===== src/sv/dcwb_pkg.sv =====
package dcwb_pkg;

    localparam int unsigned WORD_W = 36;
    localparam int unsigned STAT_W = 16;

    // status bit positions
    localparam int unsigned ST_PIA_LO   = 0;
    localparam int unsigned ST_PIA_HI   = 2;
    localparam int unsigned ST_PORT_LO  = 3;
    localparam int unsigned ST_PORT_HI  = 5;
    localparam int unsigned ST_DIR      = 8;
    localparam int unsigned ST_RQ       = 9;
    localparam int unsigned ST_AC       = 10;
    localparam int unsigned ST_MV       = 11;
    localparam int unsigned ST_CHARS_LO = 13;
    localparam int unsigned ST_CHARS_HI = 15;
    localparam int unsigned CTRL_W      = 13;

    typedef enum logic [2:0] {
        MODE_STATUS_RD = 3'd0,
        MODE_CTRL_WR   = 3'd1,
        MODE_BUF_RD    = 3'd2,
        MODE_BUF_WR    = 3'd3,
        MODE_DEV_RD    = 3'd4,
        MODE_DEV_WR    = 3'd5,
        MODE_CONNECT   = 3'd6,
        MODE_MOVE      = 3'd7
    } t_mode;

    typedef struct packed {
        t_mode               mode;
        logic [2:0]          unit_index;
        logic [2:0]          port;
        logic [WORD_W-1:0]   data_word;
        logic [2:0]          char_count;
    } t_req;

    typedef struct packed {
        logic [WORD_W-1:0]   read_data;
        logic                accepted;
        logic                irq_request;
        logic [2:0]          irq_level;
    } t_rsp;

    typedef struct packed {
        logic [STAT_W-1:0]   status;
        logic [WORD_W-1:0]   cpu_buf;
        logic [WORD_W-1:0]   dev_acc;
        logic                irq;
    } t_unit;

endpackage


===== src/sv/data_control_word_buffer.sv =====
// channel     direction  signals
// request in  in         i_req_valid, o_req_ready, i_req
// result out  out        o_rsp_valid, i_rsp_ready, o_rsp
//
// one request per cycle while results are taken; a request passes the input register, then the
// result register, with unit state updated at the edge that loads the result register
// reset (synchronous, active low) clears all unit status, words and interrupts
// a stalled result holds the result register; one more request waits in the input register

module data_control_word_buffer
    import dcwb_pkg::*;
#(
    parameter int unsigned NUM_UNITS = 2
) (
    input  logic i_clk,
    input  logic i_rst_n,
    input  logic i_req_valid,
    output logic o_req_ready,
    input  t_req i_req,
    output logic o_rsp_valid,
    input  logic i_rsp_ready,
    output t_rsp o_rsp
);

    localparam int unsigned UW = (NUM_UNITS > 1) ? $clog2(NUM_UNITS) : 1;

    logic              r_s_valid;
    t_req              r_s_req;
    logic              r_out_valid;
    t_rsp              r_out;

    logic [STAT_W-1:0] r_status [NUM_UNITS];
    logic [WORD_W-1:0] r_cpu_buf [NUM_UNITS];
    logic [WORD_W-1:0] r_dev_acc [NUM_UNITS];
    logic              r_irq [NUM_UNITS];

    logic              out_take;
    logic              fire;
    logic              in_range;
    logic [UW-1:0]     sel;
    t_unit             cur_unit;
    t_unit             new_unit;
    t_rsp              exec_rsp;
    t_rsp              n_out;

    assign out_take    = !r_out_valid || i_rsp_ready;
    assign fire        = r_s_valid && out_take;
    assign o_req_ready = !r_s_valid || out_take;
    assign in_range    = ({1'b0, r_s_req.unit_index} < 4'(NUM_UNITS));
    assign sel         = in_range ? r_s_req.unit_index[UW-1:0] : '0;

    assign cur_unit.status  = r_status[sel];
    assign cur_unit.cpu_buf = r_cpu_buf[sel];
    assign cur_unit.dev_acc = r_dev_acc[sel];
    assign cur_unit.irq     = r_irq[sel];

    dcwb_exec u_exec (
        .i_req  (r_s_req),
        .i_unit (cur_unit),
        .o_unit (new_unit),
        .o_rsp  (exec_rsp)
    );

    always_comb begin
        n_out = exec_rsp;
        if (!in_range) begin
            n_out.read_data   = r_s_req.data_word;
            n_out.accepted    = 1'b0;
            n_out.irq_request = 1'b0;
            n_out.irq_level   = 3'd0;
        end
    end

    always_ff @(posedge i_clk) begin
        if (!i_rst_n) begin
            r_s_valid   <= 1'b0;
            r_out_valid <= 1'b0;
        end else begin
            if (o_req_ready) begin
                r_s_valid <= i_req_valid;
            end
            if (out_take) begin
                r_out_valid <= r_s_valid;
            end
        end
    end

    always_ff @(posedge i_clk) begin
        if (o_req_ready && i_req_valid) begin
            r_s_req <= i_req;
        end
        if (fire) begin
            r_out <= n_out;
        end
    end

    always_ff @(posedge i_clk) begin
        for (int i = 0; i < NUM_UNITS; i++) begin
            if (!i_rst_n) begin
                r_status[i]  <= '0;
                r_cpu_buf[i] <= '0;
                r_dev_acc[i] <= '0;
                r_irq[i]     <= 1'b0;
            end else if (fire && in_range && (sel == UW'(i))) begin
                r_status[i]  <= new_unit.status;
                r_cpu_buf[i] <= new_unit.cpu_buf;
                r_dev_acc[i] <= new_unit.dev_acc;
                r_irq[i]     <= new_unit.irq;
            end
        end
    end

    assign o_rsp_valid = r_out_valid;
    assign o_rsp       = r_out;

`ifndef SYNTHESIS
    a_range_quiet: assert property (@(posedge i_clk) disable iff (!i_rst_n)
        (fire && !in_range) |=> (!o_rsp.accepted && !o_rsp.irq_request))
        else $error("out of range unit gave a result flag");

    a_irq_level: assert property (@(posedge i_clk) disable iff (!i_rst_n)
        (o_rsp_valid && o_rsp.irq_request) |-> (o_rsp.irq_level != 3'd0))
        else $error("interrupt raised on level zero");

    a_hold_stage: assert property (@(posedge i_clk) disable iff (!i_rst_n)
        (r_s_valid && !fire) |=> (r_s_valid && $stable(r_s_req)))
        else $error("input register lost a request under stall");

    a_status_acc: assert property (@(posedge i_clk) disable iff (!i_rst_n)
        (fire && in_range && (r_s_req.mode == MODE_STATUS_RD)) |=> o_rsp.accepted)
        else $error("status read not accepted");
`endif

endmodule


===== src/sv/dcwb_exec.sv =====
module dcwb_exec
    import dcwb_pkg::*;
(
    input  t_req  i_req,
    input  t_unit i_unit,
    output t_unit o_unit,
    output t_rsp  o_rsp
);

    logic              port_ok;
    logic              dir;
    logic              ac_full;
    logic              rq;
    logic              mv;
    logic              pia_on;
    logic              acc;
    logic [WORD_W-1:0] rd;
    t_unit             nxt;

    assign port_ok = (i_unit.status[ST_PORT_HI:ST_PORT_LO] == i_req.port);
    assign dir     = i_unit.status[ST_DIR];
    assign ac_full = i_unit.status[ST_AC];
    assign rq      = i_unit.status[ST_RQ];
    assign mv      = i_unit.status[ST_MV];
    assign pia_on  = (i_unit.status[ST_PIA_HI:ST_PIA_LO] != 3'd0);

    always_comb begin
        nxt = i_unit;
        rd  = i_req.data_word;
        acc = 1'b0;
        case (i_req.mode)
            MODE_STATUS_RD: begin
                rd  = {{(WORD_W-STAT_W){1'b0}}, i_unit.status};
                acc = 1'b1;
            end
            MODE_CTRL_WR: begin
                nxt.status = {{(STAT_W-CTRL_W){1'b0}}, i_req.data_word[CTRL_W-1:0]};
                nxt.irq    = i_req.data_word[ST_RQ]
                             && (i_req.data_word[ST_PIA_HI:ST_PIA_LO] != 3'd0);
                acc        = 1'b1;
            end
            MODE_BUF_RD, MODE_BUF_WR: begin
                nxt.irq = 1'b0;
                if (rq) begin
                    if (i_req.mode == MODE_BUF_RD) begin
                        rd = i_unit.cpu_buf;
                    end else begin
                        nxt.cpu_buf = i_req.data_word;
                    end
                    nxt.status[ST_RQ] = 1'b0;
                    nxt.status[ST_MV] = 1'b1;
                    acc               = 1'b1;
                end
            end
            MODE_DEV_RD, MODE_DEV_WR: begin
                if (port_ok && !ac_full && (dir == (i_req.mode == MODE_DEV_RD))) begin
                    if (i_req.mode == MODE_DEV_RD) begin
                        rd = i_unit.dev_acc;
                    end else begin
                        nxt.dev_acc = i_req.data_word;
                    end
                    nxt.status[ST_CHARS_HI:ST_CHARS_LO] = i_req.char_count;
                    nxt.status[ST_AC]                   = 1'b1;
                    nxt.status[ST_MV]                   = 1'b1;
                    acc                                 = 1'b1;
                end
            end
            MODE_CONNECT: begin
                acc = port_ok && !(dir && ac_full);
            end
            MODE_MOVE: begin
                if (mv && ac_full && !rq) begin
                    if (dir) begin
                        nxt.dev_acc = i_unit.cpu_buf;
                    end else begin
                        nxt.cpu_buf = i_unit.dev_acc;
                    end
                    nxt.status[ST_MV] = 1'b0;
                    nxt.status[ST_AC] = 1'b0;
                    nxt.status[ST_RQ] = 1'b1;
                    acc               = 1'b1;
                end
                if (nxt.status[ST_RQ] && pia_on) begin
                    nxt.irq = 1'b1;
                end
            end
            default: begin
                acc = 1'b0;
            end
        endcase
    end

    assign o_unit            = nxt;
    assign o_rsp.read_data   = rd;
    assign o_rsp.accepted    = acc;
    assign o_rsp.irq_request = nxt.irq;
    assign o_rsp.irq_level   = nxt.status[ST_PIA_HI:ST_PIA_LO];

endmodule

===== config.mk =====
export PLATFORM = sky130hd
export DESIGN_NAME = data_control_word_buffer
export DESIGN_NICKNAME = d
export VERILOG_FILES = /design/src/sv/dcwb_pkg.sv /design/src/sv/data_control_word_buffer.sv /design/src/sv/dcwb_exec.sv
export SDC_FILE = /design/constraint.sdc
export NUM_CORES = 1
export LEC_CHECK = 0
export BUFFER_PORTS_ARGS = -buffer_cell sky130_fd_sc_hd__buf_2
export CAP_MARGIN = 20
export CORE_UTILIZATION = 40
export CTS_CLUSTER_SIZE = 20
export DETAILED_ROUTE_END_ITERATION = 8
export SLEW_MARGIN = 10
export SYNTH_ARGS = -nofsm -noshare
export SYNTH_HDL_FRONTEND = slang
export SYNTH_SLANG_ARGS = --single-unit

===== constraint.sdc =====
create_clock -name i_clk -period 12.9 [get_ports i_clk]
set_clock_uncertainty 0.05 [all_clocks]
set_input_delay 0.645 -clock i_clk [delete_from_list [all_inputs] [get_ports i_clk]]
set_output_delay 0.645 -clock i_clk [all_outputs]
set_load 0.01 [all_outputs]

## Word level (Yosys, flattened, before mapping)

Memory sizes are Yosys's and may differ from the RTL's.
Index checks and enable logic that the tools add are counted.

- $add $sub $neg: 0
- Multipliers: 0
- Divide/modulo/power cells: 0
- Order comparisons: 1
- Equality and inequality tests: 9
- Shift-type cells: 0
- Multiplexer cells: 45
- Bitwise operators: 9
- Reduce and logical (&&, ||, !) cells: 26

Operators with widths:

| kind | count |
|---|---|
| 2-to-1 mux 36 bit | 11 |
| one-hot mux 36 bit (2 select lines) | 2 |
| one-hot mux 36 bit (3 select lines) | 1 |
| 2-to-1 mux 72 bit | 1 |
| 2-to-1 mux 41 bit | 1 |
| 2-to-1 mux 16 bit | 2 |
| 2-to-1 mux 1 bit | 16 |
| logical AND 1 bit | 13 |
| equality test 3 bit (second input constant) | 4 |
| 2-to-1 mux 3 bit | 3 |
| 2-to-1 mux 9 bit | 1 |
| one-hot mux 1 bit (3 select lines) | 3 |
| OR 1 bit | 8 |
| equality test 3 x 2 -> 1 bit (second input constant) | 2 |
| one-hot mux 3 bit (2 select lines) | 1 |
| nonzero test 3 bit | 2 |
| OR reduction 2 bit | 3 |
| logical NOT 1 bit | 5 |
| one-hot mux 1 bit (5 select lines) | 1 |
| one-hot mux 1 bit (4 select lines) | 1 |
| equality test 3 x 1 -> 1 bit (second input constant) | 1 |
| equality test 3 bit | 1 |
| logical NOT 3 bit | 1 |
| < comparator 3 x 2 -> 1 bit (second input constant) | 1 |
| other kinds (4) | 5 |

- Register bits after elaboration: 91
- Bits in latches: 0
- RAM bits: 178
- Memory bits (read-only): 0
- Input bits: 52
- Output and inout port bits: 43
- Memories kept: 4

Memory list:

| name | words | width | rd ports | clocked after Yosys merged registers in | wr ports | RTL line | source |
|---|---|---|---|---|---|---|---|
| r_cpu_buf | 2 | 36 | 1 | 0 | 2 | data_control_word_buffer.sv:33 | `logic [WORD_W-1:0] r_cpu_buf [NUM_UNITS];` |
| r_dev_acc | 2 | 36 | 1 | 0 | 2 | data_control_word_buffer.sv:34 | `logic [WORD_W-1:0] r_dev_acc [NUM_UNITS];` |
| r_status | 2 | 16 | 1 | 0 | 2 | data_control_word_buffer.sv:32 | `logic [STAT_W-1:0] r_status [NUM_UNITS];` |
| r_irq | 2 | 1 | 1 | 0 | 2 | data_control_word_buffer.sv:35 | `logic r_irq [NUM_UNITS];` |

## Longest topological paths before layout

An unclocked memory read counts as a cell.

- Word-level depth: 11
- Depth in mapped cells: 10

## By module

Synthesis repeated with hierarchy kept, for this count alone.

- Cells, all modules: 1377
- Area total of the unflattened synthesis: 14834.2 sq um

By module, submodules not included:

| module | times used | cells an instance | area each (sq um) | sequential area each (sq um) |
|---|---|---|---|---|
| data_control_word_buffer | 1 | 723 | 10766.6 | 8047.7 |
| dcwb_exec | 1 | 654 | 4067.7 | 0.0 |

## Worst setup path after synthesis

No wires, ideal clock.

- Path kind: register to register
- From: register r_s_req[44] (netlist name)
- To: memory r_cpu_buf[1][0] (enable)
- Library setup time: 0.658 ns
- Arrival: 7.896 ns
- Data required time: 12.192 ns
- Path slack: 4.296 ns
- Stages on the path, launching flop included: 7
- Clock period less this slack: 8.604 ns
- Cells stage by stage: edfxtp_1 or3b_1 buf_2 buf_2 buf_1 clkbuf_1 o21ai_0

RTL lines:

| element | RTL line | source |
|---|---|---|
| from (decl) | data_control_word_buffer.sv:28 | `t_req r_s_req;` |
| from (signal assigned) | data_control_word_buffer.sv:90 | `r_s_req <= i_req;` |
| to (decl) | data_control_word_buffer.sv:33 |  |

==> results.cfg <==
[logic_synthesis]
syn-num-nets = 1359
synth_top_area_share_pct = 56.6
seq_area_frac_synth_pct = 57.0
avgSynthCellArea_sq_um = 10.8
syn_area_sq_um = 14100
synth-async-reset-ratio_pct = 0
synth_edf_count = 266
synth_top_cell_by_area = edfxtp_1
ys_ff_latch = 269
synth_area_leaders = edfxtp_1 (57%), mux2i_1 (7.1%), nand2_1 (4.6%)
synth_cell_types = 68
synth_flop_cell = edfxtp_1
ys.warnings.count = 0
syn_inst = 1307

[sta]
drv_slew = 0
min_period_over_period_pct = 38.4
setup-violations-final = 0
rsz0062_at_grt = false
fmax_mhz = 202
worst_hold_slack_ns = 0.200
hold_viol_final = 0
final.setup.tns_ns = 0
period_needed_ns = 4.95
relSlewSlack_pct = 27.0
worst_pin_slew_ns = 1.09

[final_layout]
fin_nets = 1414
final_common_cell = edfxtp_1
diodes = 0
final_area_sq_um = 16000
area_growth_pct = 13.7
drive_gt1_share_pct = 14.7
fin_cells = 1841
final_cell_mix = edfxtp_1 (266), nand2_1 (172), nor2_1 (156)

[pwr]
report.power.total_mw = 2.09
p_leak_nw = 5.86
power_density_nw_per_um2 = 131
irDropWorstVdd_uv = 96.9

[critical_path]
cp.arrival_ns = 5.20
reg2reg_from = r_s_req[42]$_DFFE_PP_
critical_path_class = reg2reg
endpoint_kind = flop
r2r_end = r_cpu_buf[0][27]$_SDFFCE_PN0P_
required_ns = 13.14
reg2reg_setup_slack_ns = 7.95
worst_setup_path_start_kind = flop
r2r_cells = 8
path_max_fanout = 67

[global_route]
grt_max_degree = 68
grt_pass1_vias = 10800
grt_remaining_overflow = 0
grtUsageTotal_pct = 23.5
grt_pass1_wl_mm = 64.4
antenna_found_initial = 0

[die]
die_h_um = 190
die-area_sq_um = 36000
top_level_ports = 95
start_util_pct = 40.8
fp.dieW_um = 190
rows = 68
core_area_sq_um = 34600

[placement]
dp_hpwl_mm = 25.4
io_buffers = 94
dp_cells = 1784
placed_area_sq_um = 15000
gp_congestion = 0.884

[drt]
wl_met3_mm = 3.37
routed_wl_mm = 42.5
dr_wl_met2_mm = 19.2
drc = 0
vias = 11000
viasPerCell = 5.99
detail-route-antenna-nets = 0
wl_per_cell_um = 23.1
drtPass1Iterations = 6
drtIter0Drc = 1318
highest_layer = met4
wl_met1_mm = 18.9

[cts]
path_clk_slew_ns = 0.06
ctsLongestPathBuffers = 3
cts_buffers = 30
clk_latency_ns = 0.56
h-tree-depth = 1
cts_setup_buffers = 0
cts.sinks = 269
root_buffer = clkbuf_16
cts_tree = yes
hold_buffers = 0
cts-resized-gates = 0

[outcome]
status = complete, no violations

[hold_path]
holdPathStages = 1
hp-class = in2reg
hold_end = r_s_req[30]$_DFFE_PP_
hp-start = i_req[30]

[run]
drv_cap = 0
-- area by class of cell --
class / count / area (sq um)
clock buffers: 40 / 810
clock inverters: 16 / 174
fillers: 3211 / 18600
inverters: 41 / 154
multi-input cells: 900 / 5620
flip-flops and latches: 269 / 8050
well taps: 455 / 569
repair buffers: 120 / 673
-- Yosys cell counts (all sizes together), types with 5 or more instances --
master / count
mux2: 16
nand3b: 6
nor3: 13
nand2: 173
o21a: 6
a221o: 33
a22oi: 11
o211ai: 6
a31oi: 16
nand3: 10
inv: 40
nor2b: 33
a222oi: 16
a21o: 5
nor2: 158
o22ai: 57
o21ai: 35
a21oi: 93
nor4: 7
a211oi: 5
o221ai: 11
nand2b: 11
nor3b: 24
edfxtp: 266
a32oi: 9
or2: 7
clkbuf: 72
buf: 25
mux2i: 100
-- registers in the layout, summed over array words and instances, names as in the netlist --
register     count
r_cpu_buf       72
r_dev_acc       72
r_s_req         48
o_rsp           41
r_status        32
r_irq            2
o_rsp_valid      1
r_s_valid        1
-- power by group --
group	internal (mW)	total, mW	switching (mW)
registers	1.00	1.03	0.0286
clock network	0.517	0.865	0.347
logic	0.0677	0.197	0.129
-- worst max-delay path: stages (launching register included) --
cell	delay [ns]
edfxtp_1	0.48
or3b_4	0.86
buf_4	0.76
mux2_2	0.52
nand3_1	0.10
buf_4	0.44
nand2_1	0.69
a222oi_1	0.65
nor2_1	0.08
-- stage by stage --
| stage | worst slack, ns | utilization, % |
|---|---|---|
| 3_5_place_dp | 7.98 | 43.4 |
| 3_3_place_gp | 8.17 | 43.4 |
| 4_1_cts | 7.97 | 46.3 |
| 5_1_grt | 7.73 | 46.3 |
| 2_1_floorplan | 4.30 | - |
| 6_report | 7.95 | 46.3 |
-- cells by family after synthesis --
| group | count (synthesis) | synth area share [%] |
|---|---|---|
| buffers and inverters | 138 | 3.87 |
| muxes | 116 | 8.37 |
| and+or+nand+nor | 455 | 14.8 |
| DFF | 269 | 57.0 |
| xor gates and xnor gates | 6 | 0.372 |
| AOI/OAI and AO/OA | 323 | 15.6 |
-- layer usage --
layer / global-route usage [%] / up-vias
met5: 0 / -
met4: 8.06 / 0
met3: 3.45 / 78
met2: 36.1 / 521
met1: 33.7 / 5413
li1: - / 5020
-- how the worst max path moves through the flow --
stage                                endpoint             startpoint  depth (start not counted)
2_1_floorplan   r_cpu_buf[1][0]$_SDFFCE_PN0P_  r_s_req[44]$_DFFE_PP_                          6
3_3_place_gp   r_cpu_buf[0][29]$_SDFFCE_PN0P_  r_s_req[42]$_DFFE_PP_                          8
3_5_place_dp   r_cpu_buf[0][22]$_SDFFCE_PN0P_  r_s_req[42]$_DFFE_PP_                          8
4_1_cts        r_cpu_buf[0][22]$_SDFFCE_PN0P_  r_s_req[42]$_DFFE_PP_                          8
5_1_grt        r_cpu_buf[1][22]$_SDFFCE_PN0P_  r_s_req[42]$_DFFE_PP_                          8
6_report       r_cpu_buf[0][27]$_SDFFCE_PN0P_  r_s_req[42]$_DFFE_PP_                          8
Power figures use the tool's default switching activity.
